$ cat src/rtl/core/tbc_pkg.sv
// Shared types and constants of the Trithemius byte cipher unit.
`default_nettype none

package tbc_pkg;

  // Polynomial terms in use; terms beyond the third have no register
  // and count as zero.
  localparam int unsigned NumCoeffs  = 3;
  localparam int unsigned KeywordMax = 8;

  localparam int unsigned ByteW    = 8;
  localparam int unsigned KwIdxW   = 3;
  localparam int unsigned KwLenW   = 4;
  localparam int unsigned CfgIdxW  = 3;
  localparam int unsigned CfgDataW = 64;

  typedef enum logic [CfgIdxW-1:0] {
    CfgDecryptMode  = 3'd0,
    CfgKeyKind      = 3'd1,
    CfgCoefZero     = 3'd2,
    CfgCoefOne      = 3'd3,
    CfgCoefTwo      = 3'd4,
    CfgKeywordLen   = 3'd5,
    CfgKeywordShift = 3'd6
  } tbc_cfg_idx_e;

  typedef struct packed {
    logic              decrypt_mode;
    logic              key_kind;
    logic [ByteW-1:0]  coef_zero;
    logic [ByteW-1:0]  coef_one;
    logic [ByteW-1:0]  coef_two;
    logic [KwLenW-1:0] keyword_length;
    logic [63:0]       keyword_shift_pack;
  } tbc_cfg_t;

  // One classified byte as it travels from the front to the back.
  typedef struct packed {
    logic [ByteW-1:0]  data;
    logic              last;
    logic [ByteW-1:0]  pos;
    logic [ByteW-1:0]  pos_sq;
    logic [KwIdxW-1:0] kidx;
  } tbc_item_t;

endpackage

`default_nettype wire

$ cat src/rtl/core/tbc_if.sv
// Stream channels of the Trithemius byte cipher unit.
`default_nettype none

interface tbc_in_if;
  logic       valid;
  logic       ready;
  logic [7:0] data_byte;
  logic       first_of_message;
  logic       last_of_message;

  modport source (output valid, data_byte, first_of_message, last_of_message,
                  input ready);
  modport sink   (input valid, data_byte, first_of_message, last_of_message,
                  output ready);
endinterface

interface tbc_out_if;
  logic       valid;
  logic       ready;
  logic [7:0] out_byte;
  logic       out_last;

  modport source (output valid, out_byte, out_last, input ready);
  modport sink   (input valid, out_byte, out_last, output ready);
endinterface

`default_nettype wire

$ cat src/rtl/core/tbc_front.sv
// Front end: tracks message position and keyword index, classifies each byte.
`default_nettype none

module tbc_front (
  input  wire logic                    clk_i,
  input  wire logic                    rst_ni,
  input  wire logic [3:0]              keyword_length_i,
  input  wire logic                    in_valid_i,
  input  wire logic [7:0]              in_data_i,
  input  wire logic                    in_first_i,
  input  wire logic                    in_last_i,
  input  wire logic                    push_ok_i,
  output tbc_pkg::tbc_item_t           item_o,
  output logic                         push_o
);
  import tbc_pkg::*;

  logic [ByteW-1:0]  pos_q, pos_d;
  logic [KwIdxW-1:0] kidx_q, kidx_d;
  logic [ByteW-1:0]  pos;
  logic [KwIdxW-1:0] kidx_raw, kidx;
  logic [KwLenW-1:0] len_eff;
  logic [KwLenW-1:0] kidx_inc;
  logic [2*ByteW-1:0] sq_full;

  always_comb begin
    if (keyword_length_i == '0) begin
      len_eff = KwLenW'(1);
    end else if (keyword_length_i > KwLenW'(KeywordMax)) begin
      len_eff = KwLenW'(KeywordMax);
    end else begin
      len_eff = keyword_length_i;
    end
  end

  assign pos      = in_first_i ? '0 : pos_q;
  assign kidx_raw = in_first_i ? '0 : kidx_q;
  // Length lowered mid-message: fall back to entry 0.
  assign kidx     = ({1'b0, kidx_raw} >= len_eff) ? '0 : kidx_raw;
  assign kidx_inc = {1'b0, kidx} + KwLenW'(1);
  assign sq_full  = pos * pos;

  assign push_o = in_valid_i && push_ok_i;

  always_comb begin
    item_o.data   = in_data_i;
    item_o.last   = in_last_i;
    item_o.pos    = pos;
    item_o.pos_sq = sq_full[ByteW-1:0];
    item_o.kidx   = kidx;
  end

  always_comb begin
    pos_d  = pos_q;
    kidx_d = kidx_q;
    if (push_o) begin
      pos_d  = pos + ByteW'(1);
      kidx_d = (kidx_inc >= len_eff) ? '0 : kidx_inc[KwIdxW-1:0];
    end
  end

  always_ff @(posedge clk_i or negedge rst_ni) begin
    if (!rst_ni) begin
      pos_q  <= '0;
      kidx_q <= '0;
    end else begin
      pos_q  <= pos_d;
      kidx_q <= kidx_d;
    end
  end

endmodule

`default_nettype wire

$ cat src/rtl/core/tbc_fifo.sv
// Short queue of classified bytes between front and back.
`default_nettype none

module tbc_fifo #(
  parameter int unsigned DEPTH = 2
) (
  input  wire logic               clk_i,
  input  wire logic               rst_ni,
  input  wire logic               push_i,
  input  wire tbc_pkg::tbc_item_t item_i,
  input  wire logic               pop_i,
  output tbc_pkg::tbc_item_t      item_o,
  output logic                    full_o,
  output logic                    empty_o
);
  import tbc_pkg::*;

  localparam int unsigned PtrW = (DEPTH > 1) ? $clog2(DEPTH) : 1;
  localparam int unsigned CntW = $clog2(DEPTH + 1);

  tbc_item_t       mem_q [DEPTH];
  logic [PtrW-1:0] wr_ptr_q, wr_ptr_d;
  logic [PtrW-1:0] rd_ptr_q, rd_ptr_d;
  logic [CntW-1:0] cnt_q, cnt_d;

  assign full_o  = (cnt_q == CntW'(DEPTH));
  assign empty_o = (cnt_q == '0);
  assign item_o  = mem_q[rd_ptr_q];

  always_comb begin
    wr_ptr_d = wr_ptr_q;
    rd_ptr_d = rd_ptr_q;
    cnt_d    = cnt_q;
    if (push_i) begin
      wr_ptr_d = (wr_ptr_q == PtrW'(DEPTH - 1)) ? '0 : wr_ptr_q + PtrW'(1);
    end
    if (pop_i) begin
      rd_ptr_d = (rd_ptr_q == PtrW'(DEPTH - 1)) ? '0 : rd_ptr_q + PtrW'(1);
    end
    if (push_i && !pop_i) begin
      cnt_d = cnt_q + CntW'(1);
    end else if (pop_i && !push_i) begin
      cnt_d = cnt_q - CntW'(1);
    end
  end

  always_ff @(posedge clk_i or negedge rst_ni) begin
    if (!rst_ni) begin
      wr_ptr_q <= '0;
      rd_ptr_q <= '0;
      cnt_q    <= '0;
    end else begin
      wr_ptr_q <= wr_ptr_d;
      rd_ptr_q <= rd_ptr_d;
      cnt_q    <= cnt_d;
    end
  end

  always_ff @(posedge clk_i) begin
    if (push_i) begin
      mem_q[wr_ptr_q] <= item_i;
    end
  end

endmodule

`default_nettype wire

$ cat src/rtl/core/tbc_back.sv
// Back end: forms the shift, applies it and holds the result register.
`default_nettype none

module tbc_back (
  input  wire logic               clk_i,
  input  wire logic               rst_ni,
  input  wire tbc_pkg::tbc_cfg_t  cfg_i,
  input  wire logic               avail_i,
  input  wire tbc_pkg::tbc_item_t item_i,
  output logic                    pop_o,
  output logic                    out_valid_o,
  input  wire logic               out_ready_i,
  output logic [7:0]              out_byte_o,
  output logic                    out_last_o
);
  import tbc_pkg::*;

  logic               valid_q, valid_d;
  logic [ByteW-1:0]   byte_q, byte_d;
  logic               last_q;
  logic [2*ByteW-1:0] lin_prod, quad_prod;
  logic [ByteW-1:0]   poly_shift, kw_shift, shift;

  assign lin_prod  = cfg_i.coef_one * item_i.pos;
  assign quad_prod = cfg_i.coef_two * item_i.pos_sq;

  always_comb begin
    poly_shift = cfg_i.coef_zero;
    if (NumCoeffs > 1) begin
      poly_shift = poly_shift + lin_prod[ByteW-1:0];
    end
    if (NumCoeffs > 2) begin
      poly_shift = poly_shift + quad_prod[ByteW-1:0];
    end
  end

  assign kw_shift = cfg_i.keyword_shift_pack[item_i.kidx*ByteW +: ByteW];
  assign shift    = cfg_i.key_kind ? kw_shift : poly_shift;
  assign byte_d   = cfg_i.decrypt_mode ? (item_i.data - shift) : (item_i.data + shift);

  // Take the next item when the result register is free or being drained.
  assign pop_o   = avail_i && (!valid_q || out_ready_i);
  assign valid_d = pop_o || (valid_q && !out_ready_i);

  always_ff @(posedge clk_i or negedge rst_ni) begin
    if (!rst_ni) begin
      valid_q <= 1'b0;
    end else begin
      valid_q <= valid_d;
    end
  end

  always_ff @(posedge clk_i) begin
    if (pop_o) begin
      byte_q <= byte_d;
      last_q <= item_i.last;
    end
  end

  assign out_valid_o = valid_q;
  assign out_byte_o  = byte_q;
  assign out_last_o  = last_q;

endmodule

`default_nettype wire

$ cat src/rtl/core/trithemius_byte_cipher_unit.sv
// Top level of the Trithemius byte cipher unit.
`default_nettype none

// Encrypts or decrypts a byte stream with a position-dependent shift modulo
// 256, either a quadratic polynomial of the position or a cyclic keyword of
// up to eight shift values. One byte is taken per cycle while the queue is
// not full. The front squares the position into the queue, the back does
// the multiply-add and the add or subtract into the result register, which
// drives the output. FIFO_DEPTH sets the queue between the two; with the
// output stalled the input keeps taking bytes until it fills.
// Write configuration only while no byte is in flight.
module trithemius_byte_cipher_unit #(
  parameter int unsigned FIFO_DEPTH = 2
) (
  input  wire logic        clk_i,
  input  wire logic        rst_ni,
  input  wire logic        cfg_we_i,
  input  wire logic [2:0]  cfg_idx_i,
  input  wire logic [63:0] cfg_wdata_i,
  tbc_in_if.sink           in_i,
  tbc_out_if.source        out_o
);
  import tbc_pkg::*;

  tbc_cfg_t  cfg_q;
  tbc_item_t push_item, pop_item;
  logic      push, pop, fifo_full, fifo_empty;

  always_ff @(posedge clk_i or negedge rst_ni) begin
    if (!rst_ni) begin
      cfg_q <= '{decrypt_mode: 1'b0, key_kind: 1'b0, coef_zero: '0, coef_one: '0,
                 coef_two: '0, keyword_length: KwLenW'(1), keyword_shift_pack: '0};
    end else if (cfg_we_i) begin
      unique case (tbc_cfg_idx_e'(cfg_idx_i))
        CfgDecryptMode:  cfg_q.decrypt_mode       <= cfg_wdata_i[0];
        CfgKeyKind:      cfg_q.key_kind           <= cfg_wdata_i[0];
        CfgCoefZero:     cfg_q.coef_zero          <= cfg_wdata_i[ByteW-1:0];
        CfgCoefOne:      cfg_q.coef_one           <= cfg_wdata_i[ByteW-1:0];
        CfgCoefTwo:      cfg_q.coef_two           <= cfg_wdata_i[ByteW-1:0];
        CfgKeywordLen:   cfg_q.keyword_length     <= cfg_wdata_i[KwLenW-1:0];
        CfgKeywordShift: cfg_q.keyword_shift_pack <= cfg_wdata_i;
        default: ;  // drop writes beyond the register list
      endcase
    end
  end

  assign in_i.ready = !fifo_full;

  tbc_front u_front (
    .clk_i            (clk_i),
    .rst_ni           (rst_ni),
    .keyword_length_i (cfg_q.keyword_length),
    .in_valid_i       (in_i.valid),
    .in_data_i        (in_i.data_byte),
    .in_first_i       (in_i.first_of_message),
    .in_last_i        (in_i.last_of_message),
    .push_ok_i        (!fifo_full),
    .item_o           (push_item),
    .push_o           (push)
  );

  tbc_fifo #(
    .DEPTH (FIFO_DEPTH)
  ) u_fifo (
    .clk_i   (clk_i),
    .rst_ni  (rst_ni),
    .push_i  (push),
    .item_i  (push_item),
    .pop_i   (pop),
    .item_o  (pop_item),
    .full_o  (fifo_full),
    .empty_o (fifo_empty)
  );

  tbc_back u_back (
    .clk_i       (clk_i),
    .rst_ni      (rst_ni),
    .cfg_i       (cfg_q),
    .avail_i     (!fifo_empty),
    .item_i      (pop_item),
    .pop_o       (pop),
    .out_valid_o (out_o.valid),
    .out_ready_i (out_o.ready),
    .out_byte_o  (out_o.out_byte),
    .out_last_o  (out_o.out_last)
  );

  a_fifo_consistent: assert property (@(posedge clk_i) disable iff (!rst_ni)
    !(fifo_full && fifo_empty))
    else $error("queue reports full and empty at once");

  a_push_lands: assert property (@(posedge clk_i) disable iff (!rst_ni)
    push && !pop |=> !fifo_empty)
    else $error("pushed byte missing from queue");

  a_first_restarts: assert property (@(posedge clk_i) disable iff (!rst_ni)
    push && in_i.first_of_message |-> push_item.pos == '0 && push_item.kidx == '0)
    else $error("message start did not restart position");

  a_pop_fills_output: assert property (@(posedge clk_i) disable iff (!rst_ni)
    pop |=> out_o.valid)
    else $error("popped byte not presented");

endmodule

`default_nettype wire

$ cat src/flat_wrapper.sv
// flat-port wrapper written by rule: the top's interface ports become plain ports
module trithemius_byte_cipher_unit_flat import tbc_pkg::*;
#(
  parameter int unsigned FIFO_DEPTH = 2
)
  (clk_i, rst_ni, cfg_we_i, cfg_idx_i, cfg_wdata_i, in_i_valid, in_i_data_byte, in_i_first_of_message, in_i_last_of_message, in_i_ready, out_o_valid, out_o_out_byte, out_o_out_last, out_o_ready);
  tbc_in_if in_i_i ();
  tbc_out_if out_o_i ();
  input  wire logic clk_i;
  input  wire logic rst_ni;
  input  wire logic cfg_we_i;
  input  wire logic [2:0] cfg_idx_i;
  input  wire logic [63:0] cfg_wdata_i;
  input wire logic [$bits(in_i_i.valid)-1:0] in_i_valid;
  input wire logic [$bits(in_i_i.data_byte)-1:0] in_i_data_byte;
  input wire logic [$bits(in_i_i.first_of_message)-1:0] in_i_first_of_message;
  input wire logic [$bits(in_i_i.last_of_message)-1:0] in_i_last_of_message;
  output wire logic [$bits(in_i_i.ready)-1:0] in_i_ready;
  output wire logic [$bits(out_o_i.valid)-1:0] out_o_valid;
  output wire logic [$bits(out_o_i.out_byte)-1:0] out_o_out_byte;
  output wire logic [$bits(out_o_i.out_last)-1:0] out_o_out_last;
  input wire logic [$bits(out_o_i.ready)-1:0] out_o_ready;
  assign in_i_i.valid = in_i_valid;
  assign in_i_i.data_byte = in_i_data_byte;
  assign in_i_i.first_of_message = in_i_first_of_message;
  assign in_i_i.last_of_message = in_i_last_of_message;
  assign in_i_ready = in_i_i.ready;
  assign out_o_valid = out_o_i.valid;
  assign out_o_out_byte = out_o_i.out_byte;
  assign out_o_out_last = out_o_i.out_last;
  assign out_o_i.ready = out_o_ready;
  trithemius_byte_cipher_unit #(.FIFO_DEPTH(FIFO_DEPTH)) u_core (.clk_i(clk_i), .rst_ni(rst_ni), .cfg_we_i(cfg_we_i), .cfg_idx_i(cfg_idx_i), .cfg_wdata_i(cfg_wdata_i), .in_i(in_i_i), .out_o(out_o_i));
endmodule
$ cat config.mk
export PLATFORM = sky130hd
export DESIGN_NAME = trithemius_byte_cipher_unit_flat
export DESIGN_NICKNAME = d
export VERILOG_FILES = /design/src/rtl/core/tbc_pkg.sv /design/src/rtl/core/tbc_if.sv /design/src/rtl/core/tbc_front.sv /design/src/rtl/core/tbc_fifo.sv /design/src/rtl/core/tbc_back.sv /design/src/rtl/core/trithemius_byte_cipher_unit.sv /design/src/flat_wrapper.sv
export SDC_FILE = /design/constraint.sdc
export NUM_CORES = 1
export LEC_CHECK = 0
export BUFFER_PORTS_ARGS = -buffer_cell sky130_fd_sc_hd__clkbuf_2
export CORE_MARGIN = 4
export CORE_UTILIZATION = 30
export CTS_CLUSTER_DIAMETER = 80
export DETAILED_ROUTE_END_ITERATION = 8
export SYNTH_ARGS = -nofsm -noshare
export SYNTH_HDL_FRONTEND = slang
export SYNTH_SLANG_ARGS = --single-unit
$ cat constraint.sdc
create_clock -name clk_i -period 19 [get_ports clk_i]
set_input_delay 0.95 -clock clk_i [delete_from_list [all_inputs] [get_ports clk_i]]
set_output_delay 0.95 -clock clk_i [all_outputs]
set_load 0.02 [all_outputs]
==> impl_metrics.yaml <==
clock_tree:
  ctsHoldBuffers: 0
  cts_made_buffers: 17
  clockBufferDepth: 2
  clock-root-buffer: "clkbuf_16"
  post_cts_buffers: 0
  worstSkewPairLatency_ns: 0.44
  htree_levels: 4
  cts_resized: 0
  cts_tree: "yes"
  path_clk_slew_ns: 0.08
  cts_sinks: 171
floorplanning:
  ios: 93
  die_x_um: 194
  fp-row-count: 67
  die_y_um: 194
  die_area_um2: 37600
  start_util_pct: 30.7
  core_um2: 33800
timing:
  setup_tns_ns: 0
  rsz0062_at_grt: "false"
  drv_slew: 0
  slew_headroom_pct: 21.2
  hold_viol: 0
  finalSetupViolations: 0
  fin_crit_sh_pct: 36.4
  max_clock_freq_mhz: 145
  finClkSkew_ns: 0.0174
  worstMarginPinSlew_ns: 1.18
  min_period_ns: 6.91
global_routing:
  grt-ovfl-total: 0
  grt_max_degree: 74
  grt_pass1_wl_um: 38000
  grt_pass1_vias: 6937
  grt_usage_pct: 12.9
  antenna_found_initial: 0
worst_setup_path:
  cp_slowest_stage_delay_ns: 0.54
  crit_chain: "buf_4, mux2_2, and2_1, fa_1, inv_1, fa_1, inv_1, ha_1, fa_1, inv_1, fa_1, fa_1, inv_1, ha_1, inv_1, xnor2_1, o21ai_0, o31ai_1, xor2_1, ha_1, o41ai_1, xnor2_1, xnor2_1, xnor2_1"
  cp_data_arrival_time_ns: 7.08
  crit_path_max_fanout: 33
  crit_required_ns: 19.18
  r2r_start: "u_core.u_fifo.rd_ptr_q"
  r2r-end: "u_core.u_back.out_byte_o[7]"
  start_kind: "flip-flop"
  worst_path_max_delay_cell: "fa_1"
  reg2reg_slack_ns: 12.09
  crit_start: "u_core.u_fifo.rd_ptr_q"
  reg2reg_depth: 24
  path_class: "reg -> reg"
  cp-end-kind: "flip-flop"
placed_design:
  gp_congestion: 0.864
  placed_area_um2: 11400
  io_buffers: 92
  place_hpwl_um: 18200
logic_synthesis:
  ys_seq_area_share_pct: 44.2
  synth_ff_type: "dfrtp_1"
  yosys-top-cells-count: "109 x dfrtp_1, 108 x mux2_2, 89 x inv_1"
  yosysWarnings: 0
  post-synth-top-count-cell: "dfrtp_1"
  synth_area_leaders: "dfrtp_1 26%, edfxtp_1 18%, mux2_2 12%"
  syn_inst: 855
  synthDistinctLibCells: 46
  synth_area_um2: 10400
  syn_avg_cell_area_um2: 12.1
  synth_top_area_share_pct: 26.3
  synth_seq_cells: 171
  async_reset_ff_share_pct: 64.3
  yosys.area.top_type: "dfrtp_1"
  synth_edf_count: 61
drt:
  vias: 6465
  drt_iter0_markers: 329
  ant_nets: 0
  wl_um: 23700
  firstDrtPassIters: 5
  viasPerCell: 4.54
  wire_per_inst_um: 16.6
  drcViolationCount: 0
hold_path:
  hold_class: "in -> async"
status:
  status: "finished, final reports clean"
finish:
  n_antenna_cell: 0
  final_nets: 1158
  areaGrowthSynthToFinish_pct: 15.6
  drive_above_1_share_pct: 25.7
  fin_area_um2: 12000
job:
  cap_violations: 0
metal layers:
metal | up-vias | share of wire (%) | global-route usage [%]
li1 | 3120 | - | -
met1 | 3247 | 46 | 17.1
met2 | 84 | 50 | 21.6
met3 | 14 | 2.7 | 2.38
met4 | 0 | 1.7 | 3.70
met5 | - | 0 | 0
final cells by class:
type | count | area, µm²
fill | 3343 | 21800
clock inverter | 15 | 171
clock buffer | 17 | 425
multi-input combinational | 581 | 5370
inverter | 89 | 334
sequential | 171 | 4590
tap | 448 | 561
timing repair buffer | 102 | 538
flip-flops by register name (all words and copies together), names as in the netlist:
name and count:
u_core.cfg_q 94, u_core.u_fifo.rd_ptr_q 1, u_core.u_back.out_valid_o 1, u_core.u_fifo.cnt_q 2, u_core.u_fifo.wr_ptr_q 1, u_core.u_fifo.mem_q 52, u_core.u_back.out_byte_o 8, u_core.u_front.pos_q 8
u_core.u_back.out_last_o 1, u_core.u_front.kidx_q 3
cell families (layout without fill, tap and decap cells):
logic type / after synthesis / after routing / share of synthesized area [%]
mux: 137 / 137 / 14.8
other cells: 2 / 8 / 0.0724
compound gates: 69 / 69 / 4.75
fa+ha+maj: 114 / 114 / 17.2
xor+xnor: 61 / 61 / 5.42
simple gates: 192 / 192 / 9.34
buf+inv: 109 / 223 / 4.25
flops: 171 / 171 / 44.2
layout by cell type, fill, tap and decap left out, drive strengths merged, types with 4 or more instances in the layout:
master | netlist | final
fa | 47 | 47
ha | 67 | 67
nand3 | 8 | 8
a21oi | 12 | 12
nor3 | 6 | 6
mux2 | 108 | 108
xnor2 | 41 | 41
mux2i | 27 | 27
nor2b | 44 | 44
xor2 | 18 | 18
a31oi | 6 | 6
o32ai | 4 | 4
dfrtp | 109 | 109
a32oi | 10 | 10
nand2b | 14 | 14
buf | 5 | 11
and2 | 16 | 16
a21o | 7 | 7
conb | 2 | 8
nand2 | 76 | 76
nor2 | 17 | 17
inv | 89 | 99
edfxtp | 61 | 61
clkbuf | 15 | 108
o21ai | 20 | 20
metrics by stage:
step                setup WS (ns)  std cells  hold WS, ns  util [%]
floorplan                   12.58        861        0.461         -
global placement            12.29       1391        0.481      33.7
detailed placement          12.07       1391        0.484      33.7
CTS                         12.07       1423        0.471      35.5
global route                11.74       1423        0.481      35.5
finish                      12.09       1423        0.465      35.5
how the worst max path moves through the flow:
stage	end	cells past startpoint
after floorplan	u_core.u_back.out_byte_o[7]	27
after global placement	u_core.u_back.out_byte_o[7]	24
after detailed placement	u_core.u_back.out_byte_o[7]	24
after CTS	u_core.u_back.out_byte_o[7]	24
after global routing	u_core.u_back.out_byte_o[7]	24
final	u_core.u_back.out_byte_o[7]	24
critical path: cells and delay by family (launching register included):
kind,cells,cell delay [ns]
AOI/OAI and AO/OA,3,1.02
xor gates and xnor gates,5,0.71
adders and majority gates,8,3.14
buffers and inverters,6,0.75
DFF,1,0.39
muxes,1,0.43
and+or+nand+nor,1,0.19
Power is not shown: default switching activity piles up to over one toggle a cycle in this logic, so the estimate is an artifact.
